$ cat src/rtl/hsv2rgb_pkg.sv
// shared widths, payload types and codes for the hsv to rgb pixel pipeline
// no dependencies; every other file depends on it
package hsv2rgb_pkg;

  localparam int unsigned HueW  = 16;
  localparam int unsigned SatW  = 16;
  localparam int unsigned ValW  = 16;
  localparam int unsigned ByteW = 8;
  localparam int unsigned NumCh = 3;

  // position t = 6*hue + one sector, wrapped to six sectors
  localparam int unsigned PosW  = HueW + 3;
  localparam int unsigned FracW = HueW;
  localparam int unsigned ChW   = FracW + 1;  // channel level 0..1.0 in q.16
  localparam int unsigned OthW  = FracW + 2;  // sum of channels, up to 2.0
  localparam int unsigned ProdW = SatW + OthW;
  localparam int unsigned QW    = ProdW + 1;  // signed blend before brightness
  localparam int unsigned MW    = QW + ValW;
  localparam int unsigned AccW  = MW + ByteW;
  localparam int unsigned SatFracW = 12;
  localparam int unsigned OutShift = 42;

  localparam logic [PosW-1:0] PosOneSector = PosW'(1) << FracW;
  localparam logic [PosW-1:0] PosTurn      = PosW'(6) << FracW;
  localparam logic [ChW-1:0]  ChOne        = ChW'(1) << FracW;
  localparam logic [ByteW-1:0] ByteMax     = '1;

  // index of each channel within the packed output
  localparam logic [1:0] ChRed = 2'd0;
  localparam logic [1:0] ChBlu = 2'd1;
  localparam logic [1:0] ChGrn = 2'd2;

  // sector: which channel is full and which one ramps
  typedef enum logic [2:0] {
    SecRedGrn = 3'd0,
    SecRedBlu = 3'd1,
    SecBluRed = 3'd2,
    SecBluGrn = 3'd3,
    SecGrnBlu = 3'd4,
    SecGrnRed = 3'd5
  } sector_e;

  typedef logic signed [QW-1:0] q_t;
  typedef logic signed [MW-1:0] m_t;

  typedef struct packed {
    logic [HueW-1:0]        hue;
    logic [SatW-1:0]        sat;
    logic signed [ValW-1:0] val;
  } pix_t;

  typedef struct packed {
    logic [NumCh-1:0][OthW-1:0] oth;   // sum of the other two channels
    logic [OthW-1:0]            psum;
    logic [SatW-1:0]            sat;
    logic signed [ValW-1:0]     val;
  } sect_t;

  typedef struct packed {
    q_t [NumCh-1:0]         q;
    logic signed [ValW-1:0] val;
  } blend_t;

  typedef struct packed {
    m_t [NumCh-1:0] m;
  } scaled_t;

  typedef struct packed {
    logic [NumCh-1:0][ByteW-1:0] b;
  } bytes_t;

endpackage

$ cat src/rtl/hsv2rgb_sector.sv
// stage 1: hue sector and ramp, per-channel levels and their sums
// depends on hsv2rgb_pkg
module hsv2rgb_sector (
  input  logic                clk_i,
  input  logic                rst_ni,
  input  logic                valid_i,
  output logic                ready_o,
  input  hsv2rgb_pkg::pix_t   data_i,
  output logic                valid_o,
  input  logic                ready_i,
  output hsv2rgb_pkg::sect_t  data_o
);
  import hsv2rgb_pkg::*;

  logic [PosW-1:0]           pos_raw, pos;
  logic [FracW-1:0]          frac;
  logic [ChW-1:0]            ramp_up, ramp_dn;
  logic [NumCh-1:0][ChW-1:0] lvl;
  logic [OthW-1:0]           psum;
  sect_t                     data_d, data_q;
  logic                      valid_q;

  always_comb begin
    pos_raw = (PosW'(data_i.hue) << 2) + (PosW'(data_i.hue) << 1) + PosOneSector;
    pos     = (pos_raw >= PosTurn) ? pos_raw - PosTurn : pos_raw;
    frac    = pos[FracW-1:0];
    ramp_up = ChW'(frac);
    ramp_dn = ChOne - ChW'(frac);
    lvl     = '0;
    unique case (sector_e'(pos[PosW-1:FracW]))
      SecRedGrn: begin
        lvl[ChRed] = ChOne;
        lvl[ChGrn] = ramp_dn;
      end
      SecRedBlu: begin
        lvl[ChRed] = ChOne;
        lvl[ChBlu] = ramp_up;
      end
      SecBluRed: begin
        lvl[ChRed] = ramp_dn;
        lvl[ChBlu] = ChOne;
      end
      SecBluGrn: begin
        lvl[ChBlu] = ChOne;
        lvl[ChGrn] = ramp_up;
      end
      SecGrnBlu: begin
        lvl[ChBlu] = ramp_dn;
        lvl[ChGrn] = ChOne;
      end
      default: begin
        lvl[ChGrn] = ChOne;
        lvl[ChRed] = ramp_up;
      end
    endcase
    psum = OthW'(lvl[ChRed]) + OthW'(lvl[ChBlu]) + OthW'(lvl[ChGrn]);
    for (int i = 0; i < NumCh; i++) begin
      data_d.oth[i] = psum - OthW'(lvl[i]);
    end
    data_d.psum = psum;
    data_d.sat  = data_i.sat;
    data_d.val  = data_i.val;
  end

  assign ready_o = !valid_q || ready_i;

  always_ff @(posedge clk_i or negedge rst_ni) begin
    if (!rst_ni) begin
      valid_q <= 1'b0;
    end else if (ready_o) begin
      valid_q <= valid_i;
    end
  end

  always_ff @(posedge clk_i) begin
    if (ready_o && valid_i) begin
      data_q <= data_d;
    end
  end

  assign valid_o = valid_q;
  assign data_o  = data_q;

  // one channel full and one ramping: levels always add to between 1.0 and 2.0
  a_psum_range: assert property (@(posedge clk_i) disable iff (!rst_ni)
    valid_q |-> (data_q.psum >= OthW'(ChOne)) && (data_q.psum <= (OthW'(ChOne) << 1)))
    else $error("channel level sum out of range");

endmodule

$ cat config.mk
export PLATFORM = sky130hd
export DESIGN_NAME = hsv2rgb_sector
export DESIGN_NICKNAME = d
export VERILOG_FILES = /design/src/rtl/hsv2rgb_pkg.sv /design/src/rtl/hsv2rgb_sector.sv
export SDC_FILE = /design/constraint.sdc
export NUM_CORES = 1
export LEC_CHECK = 0
export BUFFER_PORTS_ARGS = -buffer_cell sky130_fd_sc_hd__buf_4
export CAP_MARGIN = 40
export CORE_MARGIN = 4
export CORE_UTILIZATION = 52
export DETAILED_ROUTE_END_ITERATION = 8
export GPL_ROUTABILITY_DRIVEN = 0
export PLACE_DENSITY = 0.74
export SLEW_MARGIN = 10
export SYNTH_ARGS = -nofsm -noshare
export SYNTH_HDL_FRONTEND = slang
export SYNTH_SLANG_ARGS = --single-unit
$ cat constraint.sdc
create_clock -name clk_i -period 3 [get_ports clk_i]
set_clock_uncertainty 0.05 [all_clocks]
set_input_delay 0.3 -clock clk_i [delete_from_list [all_inputs] [get_ports clk_i]]
set_output_delay 0.3 -clock clk_i [all_outputs]
set_load 0.1 [all_outputs]
==> results.rst, run 1 <==
.. list-table::
   :header-rows: 1

   * - Metric
     - Value
   * - First Err
     - [ERROR DPL-0038] Utilization greater than 100%, impossible to legalize
   * - Library cell with the highest instance count after synthesis
     - nor2_1
   * - Placed standard-cell area
     - 0.0133 mm^2
   * - Initial cell density of the core
     - 53.1%
   * - Post-Syn Area
     - 0.00884 mm^2
   * - Cell types with the highest counts after synthesis
     - 106 x nor2_1, 100 x edfxtp_1, 99 x ha_1
   * - Category of the worst endpoint
     - sequential cell input
   * - Sink Count
     - 101
   * - Failing step
     - 5_1_grt
   * - Cell count after synthesis
     - 974
   * - Clock buffer count from CTS
     - 9
   * - Placement Rows
     - 47
   * - Average footprint of a synthesized cell
     - 9.08 um^2
   * - Count of warnings emitted by yosys
     - 0
   * - Minimum setup slack after placement
     - -4910 ps
   * - Fraction of the yosys area taken by sequential cells
     - 34.2%
   * - Total half-perimeter wirelength after legalization and detailed placement
     - 21,700 um
   * - Number of synthesized flops with an enable pin
     - 100
   * - Worst endpoint from the post-global-route timing repair
     - data_o[83]$_DFFE_PP_/D
   * - Worst-case clock buffer depth
     - 2
   * - Maximum number of pins on one net before global-route repair
     - 57
   * - Floorplan die width
     - 138 um
   * - Predominant post-synthesis flop cell
     - edfxtp_1
   * - Synthesized flop and latch total
     - 101
   * - Die height
     - 138 um
   * - Proportion of synthesized flip-flops having asynchronous set or reset
     - 0.990%
   * - Placed Cells incl. Taps
     - 1,663
   * - Count of cell types in the netlist
     - 79
   * - Largest cells by area after synthesis
     - edfxtp_1 34%, ha_1 14%, nor2_1 4.5%
   * - H-tree depth
     - 3
   * - Clock Root Buffer
     - clkbuf_16
   * - Share of the synthesized area in the top cell type
     - 34.0%
   * - Quantity of I/O buffers inserted on ports
     - 153
   * - Result of the run
     - stopped before the end
   * - Number of top-level design ports
     - 158
   * - Cell taking the most area after synthesis
     - edfxtp_1
cells by family after synthesis:
family	Yosys count	share of synthesized area, %
other cells	1	0.0424
compound gates	276	19.8
xor+xnor	58	6.16
simple gates	302	16.5
flops	101	34.2
buf+inv	117	5.22
mux	3	0.340
fa+ha+maj	116	17.7
per-stage QoR:
stage          hold slack (ps)  utilization, %
4_1_cts                   56.0            93.5
3_3_place_gp              25.8            79.9
3_5_place_dp              27.7            79.9
2_1_floorplan            -45.6               -
timing repair:
| item | 4_1_cts |
|---|---|
| endpoints found under the hold margin | 1 |
| hold buffers | 1 |
| endpoints found under the setup margin | 68 |
| pin swaps | 140 |
| gates resized for setup | 233 |
| setup buffers | 146 |
| gates cloned | 1 |
==> run 2: changes to the inputs <==
--- a/config.mk
+++ b/config.mk
@@ -8,10 +8,10 @@
 export BUFFER_PORTS_ARGS = -buffer_cell sky130_fd_sc_hd__buf_4
 export CAP_MARGIN = 40
 export CORE_MARGIN = 4
-export CORE_UTILIZATION = 52
+export CORE_UTILIZATION = 40
 export DETAILED_ROUTE_END_ITERATION = 8
 export GPL_ROUTABILITY_DRIVEN = 0
-export PLACE_DENSITY = 0.74
+export PLACE_DENSITY_LB_ADDON = 0.15
 export SLEW_MARGIN = 10
 export SYNTH_ARGS = -nofsm -noshare
 export SYNTH_HDL_FRONTEND = slang
==> constraint.sdc (replaced) <==
create_clock -name clk_i -period 3.9 [get_ports clk_i]
set_clock_uncertainty 0.05 [all_clocks]
set_input_delay 0.39 -clock clk_i [delete_from_list [all_inputs] [get_ports clk_i]]
set_output_delay 0.39 -clock clk_i [all_outputs]
set_load 0.1 [all_outputs]
==> results.rst, run 2 <==
.. list-table::
   :header-rows: 1

   * - Metric
     - Value
   * - Number of synthesized flops with an enable pin
     - 100
   * - Placement Rows
     - 54
   * - Violation count after the first detailed-route iteration
     - 576
   * - DRC errors left
     - 0
   * - Result of the run
     - finished, violations left
   * - Share of the clock period used by the worst path after layout
     - 194%
   * - Arrival time reported for the critical path endpoint
     - 7640 ps
   * - Count of cell types in the netlist
     - 79
   * - Die ar.
     - 0.0245 mm^2
   * - Routed length per instance
     - 17.7 um
   * - Wire length on met3
     - 1930 um
   * - Share of the synthesized area in the top cell type
     - 34.0%
   * - Hold Vio Cnt, Final
     - 0
   * - Cell seen most often among critical-path stages
     - ha_4
   * - Cell types with the highest counts after synthesis
     - 106 x nor2_1, 100 x edfxtp_1, 99 x ha_1
   * - Filler Cells Inserted
     - 1,455
   * - Final Max Tran Viols
     - 0
   * - Final cell count without fillers
     - 1,831
   * - Measured slew at the worst slew-check pin
     - 669 ps
   * - Clock Root Buffer
     - clkbuf_16
   * - Final WS setup
     - -3680 ps
   * - Initial cell density of the core
     - 40.6%
   * - Share of final-layout standard cells stronger than drive strength 1
     - 56.4%
   * - Final-stage net count
     - 1,713
   * - Flip-flop count of the largest register after layout
     - 100
   * - Via count normalized by instance count
     - 5.36
   * - Largest cells by area after synthesis
     - edfxtp_1 34%, ha_1 14%, nor2_1 4.5%
   * - Core Area
     - 0.0218 mm^2
   * - Placed standard-cell area
     - 0.0134 mm^2
   * - CP peak stage delay
     - 530 ps
   * - Predominant post-synthesis flop cell
     - edfxtp_1
   * - Area growth from synthesis to final layout
     - 81.7%
   * - Number of global-route vias before repair
     - 9,345
   * - Slowest CP cell
     - or4_4
   * - Hold path startpoint
     - data_i[21]
   * - Count of warnings emitted by yosys
     - 0
   * - Most frequent standard cell in the layout excluding fill and tap cells
     - buf_4
   * - Post-Syn Area
     - 0.00884 mm^2
   * - Path type of the worst min-delay path
     - input pin to flop
   * - First-pass GRT wire length
     - 45,900 um
   * - Startpoint type of the worst setup path
     - input pin
   * - Antenna Cells
     - 0
   * - Violated checks
     - negative setup slack
   * - Clock buffer count from CTS
     - 9
   * - Clock latency reported for the late side of the worst-skew pair
     - 360 ps
   * - Top routing layer in use
     - met4
   * - First-pass iteration count of the detailed router
     - 5
   * - Total of max-cap violations
     - 0
   * - Post-route minimum period
     - 7580 ps
   * - Peak fanout along the critical path
     - 5
   * - Average footprint of a synthesized cell
     - 9.08 um^2
   * - Number of top-level design ports
     - 158
   * - Sink Count
     - 101
   * - Fraction of the yosys area taken by sequential cells
     - 34.2%
   * - Synthesized flop and latch total
     - 101
   * - Startpoint of the worst register-to-register path
     - valid_o
   * - Die height
     - 157 um
   * - Critical path data required time
     - 3960 ps
   * - Total non-filler cell area in the finished layout
     - 0.0161 mm^2
   * - RSZ-0062 raised after global routing
     - yes
   * - Total Wirelength
     - 32,500 um
   * - Maximum number of pins on one net before global-route repair
     - 77
   * - Via Count
     - 9,809
   * - Origin of the worst setup path
     - data_i[33]
   * - Initial antenna violation count
     - 0
   * - Critical Setup Path Class
     - input pin to flop
   * - Cell count after synthesis
     - 974
   * - Total half-perimeter wirelength after legalization and detailed placement
     - 20,700 um
   * - Final Util
     - 73.8%
   * - H-tree depth
     - 3
   * - Aggregate global routing overflow
     - 0
   * - Met1 wire length
     - 12,900 um
   * - Floorplan die width
     - 157 um
   * - Worst-case clock buffer depth
     - 2
   * - Cell taking the most area after synthesis
     - edfxtp_1
   * - Met2 routed WL
     - 16,400 um
   * - TritonCTS clock tree
     - yes
   * - Highest clock rate
     - 132 MHz
   * - Proportion of synthesized flip-flops having asynchronous set or reset
     - 0.990%
   * - Clk slew on worst S/H paths
     - 80 ps
   * - Final-layout setup total negative slack
     - -155,940 ps
   * - Quantity of I/O buffers inserted on ports
     - 153
   * - Number of setup violations in the final report
     - 68
   * - Placed Cells incl. Taps
     - 1,726
   * - GRT Resource Usage Total
     - 23.1%
   * - Endpoint kind of the worst setup timing path
     - flop
   * - Max_slew headroom
     - 54.7%
   * - Library cell with the highest instance count after synthesis
     - nor2_1
   * - Highest-count cells in the layout ignoring fill and taps
     - 513 x buf_4, 100 x edfxtp_1, 88 x nor2_1
   * - Number of nets with antenna violations after detailed routing
     - 0
## run 2: cell counts after synthesis
No cell type changed its count.
## run 2: layer usage
layer | global-route usage, % | vias up
li1 | - | 4665
met1 | 28.1 | 4621
met2 | 41.4 | 425
met3 | 3.37 | 98
met4 | 8.51 | 0
met5 | 0 | -
## run 2: logic make-up after synthesis
family | synth area share (%)
and+or+nand+nor | 16.5
AOI/OAI and AO/OA | 19.8
buffers and inverters | 5.22
adders and majority gates | 17.7
DFF | 34.2
xor gates and xnor gates | 6.16
muxes | 0.340
other | 0.0424
## run 2: layout make-up
class,count,area [um^2],area share (%)
tap,280,350,2.18
sequential,101,3030,18.9
clock inverter,7,76.3,0.475
clock buffer,9,225,1.40
timing repair buffer,588,4720,29.4
multi-input combinational,760,7330,45.6
inverter,86,332,2.06
## run 2: metrics by stage
| step | hold slack [ps] | setup slack [ps] |
|---|---|---|
| finish | 142 | -3680 |
| global route | 127 | -3960 |
| CTS | 136 | -3470 |
| detailed placement | 116 | -4190 |
| global placement | 115 | -3990 |
| floorplan | 44.4 | -4010 |
## run 2: final timing paths
kind / endpoint / slack [ps] / cells past startpoint
hold / removal: data_o[21] / 140 / 1
min in group asynchronous: valid_o / 280 / 2
max in group asynchronous: valid_o / 3440 / 2
setup / recovery: data_o[83] / -3680 / 43
hold reg to reg: valid_o / 500 / 2
setup reg to reg: data_o[90] / 2150 / 3
## run 2: repair_timing
action                                 in CTS  in global routing
setup buffers                              55                 48
gates resized for setup                   189                128
pin swaps                                 113                 86
gates cloned                                1                  0
hold buffers                                1                  0
endpoints found under the hold margin       1                  0
setup endpoints to repair                  68                 68
## run 2: worst max-delay path, delay by kind of cell
kind                       cells  cell delay [ps]
buffers and inverters          4              390
xor gates and xnor gates       2              230
adders and majority gates      8             1950
AOI/OAI and AO/OA             14             2380
and+or+nand+nor               15             2290
Power of run 2 is not shown: default switching activity piles up to over one toggle a cycle in this logic, so the estimate is an artifact.
==> run 3: changes to the inputs <==
--- a/config.mk
+++ b/config.mk
@@ -5,12 +5,13 @@
 export SDC_FILE = /design/constraint.sdc
 export NUM_CORES = 1
 export LEC_CHECK = 0
-export BUFFER_PORTS_ARGS = -buffer_cell sky130_fd_sc_hd__buf_4
 export CAP_MARGIN = 40
 export CORE_MARGIN = 4
 export CORE_UTILIZATION = 40
 export DETAILED_ROUTE_END_ITERATION = 8
+export DONT_BUFFER_PORTS = 1
 export GPL_ROUTABILITY_DRIVEN = 0
+export MAX_ROUTING_LAYER = met4
 export PLACE_DENSITY_LB_ADDON = 0.15
 export SLEW_MARGIN = 10
 export SYNTH_ARGS = -nofsm -noshare
==> results.rst, run 3 (synthesized netlist as in run 2, its figures left out) <==
.. list-table::
   :header-rows: 1

   * - Metric
     - Value
   * - Via count normalized by instance count
     - 5.29
   * - Initial cell density of the core
     - 40.6%
   * - Share of final-layout standard cells stronger than drive strength 1
     - 51.9%
   * - Final WS setup
     - -3360 ps
   * - GRT Resource Usage Total
     - 23.1%
   * - Number of global-route vias before repair
     - 8,918
   * - Maximum number of pins on one net before global-route repair
     - 68
   * - Clk slew on worst S/H paths
     - 80 ps
   * - Filler Cells Inserted
     - 1,526
   * - Minimum setup slack after placement
     - -3960 ps
   * - Count of buffering cells on the critical path with inverters included
     - 4
   * - First-pass GRT wire length
     - 44,700 um
   * - Measured slew at the worst slew-check pin
     - 909 ps
   * - Violation count after the first detailed-route iteration
     - 441
   * - Number of top-level design ports
     - 158
   * - Total of max-cap violations
     - 0
   * - Quantity of I/O buffers inserted on ports
     - 0
   * - Multi-input logic area
     - 0.00717 mm^2
   * - Die height
     - 157 um
   * - Final Max Tran Viols
     - 0
   * - Hold Vio Cnt, Final
     - 0
   * - Total Wirelength
     - 29,500 um
   * - Placed standard-cell area
     - 0.0128 mm^2
   * - Highest clock rate
     - 138 MHz
   * - Slowest CP cell
     - or4_4
   * - Placement Rows
     - 54
   * - Floorplan die width
     - 157 um
   * - Total non-filler cell area in the finished layout
     - 0.0154 mm^2
   * - Critical Setup Path Class
     - input pin to flop
   * - Largest delay contributor family on the critical path
     - simple AND/OR/NAND/NOR gates
   * - Total area of sequential cells
     - 0.00303 mm^2
   * - TritonCTS clock tree
     - yes
   * - Routed length per instance
     - 17.3 um
   * - Die ar.
     - 0.0245 mm^2
   * - First-pass iteration count of the detailed router
     - 5
   * - RSZ-0062 raised after global routing
     - yes
   * - Flip-flop count of the largest register after layout
     - 100
   * - Violated checks
     - negative setup slack
   * - Antenna Cells
     - 0
   * - Result of the run
     - finished, violations left
   * - Aggregate global routing overflow
     - 0
   * - Total half-perimeter wirelength after legalization and detailed placement
     - 21,000 um
   * - Path type of the worst min-delay path
     - input pin to flop
   * - Arrival time reported for the critical path endpoint
     - 7320 ps
   * - Core Area
     - 0.0218 mm^2
   * - Initial antenna violation count
     - 0
   * - Post-route minimum period
     - 7260 ps
   * - H-tree depth
     - 3
   * - Worst Hold Slack
     - 65.7 ps
   * - Endpoint kind of the worst setup timing path
     - flop
   * - Number of nets with antenna violations after detailed routing
     - 0
   * - DRC errors left
     - 0
   * - Highest-count cells in the layout ignoring fill and taps
     - 357 x buf_4, 100 x edfxtp_1, 88 x nor2_1
   * - Final-stage net count
     - 1,587
   * - Max_slew headroom
     - 39.5%
   * - Via Count
     - 9,026
   * - Clock latency reported for the late side of the worst-skew pair
     - 360 ps
   * - Final Util
     - 70.8%
   * - Critical path data required time
     - 3960 ps
   * - Startpoint type of the worst setup path
     - input pin
   * - Share of the clock period used by the worst path after layout
     - 186%
   * - Peak fanout along the critical path
     - 4
   * - Area growth from synthesis to final layout
     - 74.3%
   * - Worst-case clock buffer depth
     - 2
   * - Sink Count
     - 101
   * - Clock buffer count from CTS
     - 9
   * - Number of setup violations in the final report
     - 68
   * - Clock Root Buffer
     - clkbuf_16
   * - Cell seen most often among critical-path stages
     - a21oi_2
   * - Most frequent standard cell in the layout excluding fill and tap cells
     - buf_4
   * - CP peak stage delay
     - 540 ps
## run 3: cell count changes in the layout (fill, tap and decap cells not counted), moves of 4 or more
cell,change
buf_4,-156
buf_16,+14
buf_8,+14
inv_1,-6
inv_2,+6
a21oi_2,+4
o21ai_1,+4
## run 3: routing by layer
metal	GRT usage (%)	share of wire (%)	up-vias
met5	-	0	-
met4	4.96	2.3	0
met3	3.29	4.3	47
met2	39.5	51	279
met1	29.2	43	4292
li1	-	-	4408
## run 3: per-stage QoR
| stage | TNS [ps] | instances |
|---|---|---|
| 2_1_floorplan | -173390 | 977 |
| 3_3_place_gp | -174820 | 1569 |
| 3_5_place_dp | -180810 | 1599 |
| 4_1_cts | -137040 | 1672 |
| 5_1_grt | -160590 | 1705 |
| 6_report | -145430 | 1705 |
## run 3: area by class of cell
cell class / instances / area share [%]
clock buffers: 9 / 1.46
clock inverters: 7 / 0.487
inverters: 86 / 2.15
multi-input cells: 760 / 46.5
flip-flops and latches: 101 / 19.6
well taps: 280 / 2.27
repair buffers: 462 / 27.4
## run 3: timing repair
item                                    in CTS  in global routing
buffers inserted                            58                 41
endpoints found under the setup margin      68                 68
hold buffers                                 1                  0
cloned                                       1                  0
pin swaps                                  115                106
endpoints found under the hold margin        1                  0
resized for setup                          140                154
## run 3: final timing paths
path,startpoint,to,slack (ps),cells past startpoint
worst max-delay path,data_i[34],data_o[66],-3360,34
min in group asynchronous,rst_ni,valid_o,180,1
worst max register to register,valid_o,data_o[89],1590,3
max in group asynchronous,rst_ni,valid_o,3520,1
worst min register to register,valid_o,valid_o,1380,3
worst min-delay path,data_i[2],data_o[2],70,0
Power of run 3 is left out for the same reason.
==> run 4: changes to the inputs <==
==> constraint.sdc (replaced) <==
create_clock -name clk_i -period 3.9 [get_ports clk_i]
set_clock_uncertainty 0.05 [all_clocks]
set_input_delay 0.39 -clock clk_i [delete_from_list [all_inputs] [get_ports clk_i]]
set_output_delay 0.39 -clock clk_i [all_outputs]
set_load 0.005 [all_outputs]
==> results.rst, run 4 (synthesized netlist as in run 2, its figures left out) <==
.. list-table::
   :header-rows: 1

   * - Metric
     - Value
   * - DRC errors left
     - 0
   * - Share of the clock period used by the worst path after layout
     - 188%
   * - Layer carrying the most global-route usage
     - met2
   * - Placement Rows
     - 54
   * - Critical path data required time
     - 3960 ps
   * - Multi-input logic area
     - 0.00733 mm^2
   * - TritonCTS clock tree
     - yes
   * - Area growth from synthesis to final layout
     - 69.5%
   * - Hold Vio Cnt, Final
     - 0
   * - Max_slew headroom
     - 59.9%
   * - Number of setup violations in the final report
     - 67
   * - Startpoint of the worst register-to-register path
     - valid_o
   * - Number of top-level design ports
     - 158
   * - Violation count after the first detailed-route iteration
     - 478
   * - Filler Cells Inserted
     - 1,556
   * - Path type of the worst min-delay path
     - input pin to flop
   * - Via Count
     - 8,972
   * - FF-to-FF End
     - data_o[26]
   * - Aggregate global routing overflow
     - 0
   * - Sink Count
     - 101
   * - Cells on Worst Hold Path
     - 0
   * - Total area of sequential cells
     - 0.00303 mm^2
   * - Floorplan die width
     - 157 um
   * - Met3 GRT Util
     - 3.71%
   * - Number of cell instances on the worst register-to-register path
     - 3
   * - Final Max Tran Viols
     - 0
   * - Critical Setup Path Class
     - input pin to flop
   * - Arrival time reported for the critical path endpoint
     - 7400 ps
   * - Slowest CP cell
     - fa_1
   * - Final-stage net count
     - 1,569
   * - Post-route minimum period
     - 7350 ps
   * - Final WS setup
     - -3450 ps
   * - Clock buffer count from CTS
     - 9
   * - Final-layout setup total negative slack
     - -150,100 ps
   * - First-pass GRT wire length
     - 42,900 um
   * - Number of nets with antenna violations after detailed routing
     - 0
   * - Flip-flop count of the largest register after layout
     - 100
   * - GRT Resource Usage Total
     - 22.1%
   * - Most frequent standard cell in the layout excluding fill and tap cells
     - buf_4
   * - Result of the run
     - finished, violations left
   * - Startpoint type of the worst setup path
     - input pin
   * - Maximum number of pins on one net before global-route repair
     - 101
   * - Global routing met2 resource utilization
     - 37.3%
   * - Antenna Cells
     - 0
   * - Initial cell density of the core
     - 40.6%
   * - Total of max-cap violations
     - 0
   * - Worst setup slack for register-to-register paths
     - 2300 ps
   * - Total Wirelength
     - 29,600 um
   * - CP peak stage delay
     - 540 ps
   * - Die height
     - 157 um
   * - Number of global-route vias before repair
     - 8,641
   * - Quantity of I/O buffers inserted on ports
     - 0
   * - Highest-count cells in the layout ignoring fill and taps
     - 372 x buf_4, 100 x edfxtp_1, 89 x nor2_1
   * - First-pass iteration count of the detailed router
     - 5
   * - Highest clock rate
     - 136 MHz
   * - Measured slew at the worst slew-check pin
     - 596 ps
   * - Initial antenna violation count
     - 0
   * - Worst-case clock buffer depth
     - 2
   * - Clk slew on worst S/H paths
     - 100 ps
   * - Hold path startpoint
     - data_i[15]
   * - Peak fanout along the critical path
     - 7
   * - Die ar.
     - 0.0245 mm^2
   * - Total half-perimeter wirelength after legalization and detailed placement
     - 20,300 um
   * - RSZ-0062 raised after global routing
     - yes
   * - Clock Root Buffer
     - clkbuf_16
   * - Violated checks
     - negative setup slack
   * - Met1 usage
     - 28.1%
   * - Worst Hold Path EP
     - data_o[15]
   * - Share of final-layout standard cells stronger than drive strength 1
     - 52.0%
   * - Cell seen most often among critical-path stages
     - ha_4
   * - Routed length per instance
     - 17.5 um
   * - Clock latency reported for the late side of the worst-skew pair
     - 360 ps
   * - Endpoint kind of the worst setup timing path
     - flop
   * - Core Area
     - 0.0218 mm^2
   * - H-tree depth
     - 3
   * - Via count normalized by instance count
     - 5.32
-- run 4: cell count changes in the layout (fill, tap and decap cells not counted), moves of 7 or more --
cell,previous run,this run
o21ai_0,39,32
buf_16,14,0
buf_4,357,372
buf_8,17,0
-- run 4: worst max path at each step --
stage,endpoint,slack (ps),cells past startpoint,from
after floorplan,data_o[66],-4010,40,data_i[34]
after global placement,data_o[84],-4040,38,data_i[34]
after detailed placement,data_o[66],-4100,38,data_i[34]
after CTS,data_o[66],-3330,36,data_i[34]
after global routing,data_o[102],-3710,43,data_i[37]
final,data_o[66],-3450,38,data_i[34]
-- run 4: critical path, delay by kind of cell --
kind / cells / cell delay [ps]
adder cells (fa/ha/maj): 7 / 1920
AND/OR/NAND/NOR: 9 / 2020
AO/OA/AOI/OAI: 16 / 2540
buffers and inverters: 5 / 360
XOR/XNOR: 1 / 140
-- run 4: timing repair --
action,4_1_cts,5_1_grt
hold buffers,1,0
endpoints found under the setup margin,68,68
endpoints found under the hold margin,1,0
buffers inserted,71,37
resized for setup,148,171
cloned,1,0
pin swaps,125,66
-- run 4: routing by layer --
| layer | share of wire, % | vias up |
|---|---|---|
| met1 | 43 | 4300 |
| met4 | 2.0 | 0 |
| met5 | 0 | - |
| met3 | 4.9 | 44 |
| met2 | 50 | 250 |
| li1 | - | 4378 |
-- run 4: per-stage QoR --
stage / setup WS [ps] / cell area (um^2) / cells / hold slack [ps] / util (%)
5_1_grt: -3710 / 15000 / 1687 / 42.8 / 68.9
2_1_floorplan: -4010 / 9460 / 977 / 44.4 / -
3_3_place_gp: -4040 / 12200 / 1573 / 44.4 / 56.3
6_report: -3450 / 15000 / 1687 / 55.6 / 68.9
3_5_place_dp: -4100 / 12200 / 1573 / 44.4 / 56.3
4_1_cts: -3330 / 13800 / 1656 / 48.8 / 63.6
-- run 4: cell type report --
class                   instances  share of cell area (%)
multi-input cells             760                    48.9
repair buffers                444                    24.2
flip-flops and latches        101                    20.2
well taps                     280                    2.34
inverters                      86                    2.20
clock buffers                   9                    1.50
clock inverters                 7                   0.626
Power of run 4 is left out for the same reason.
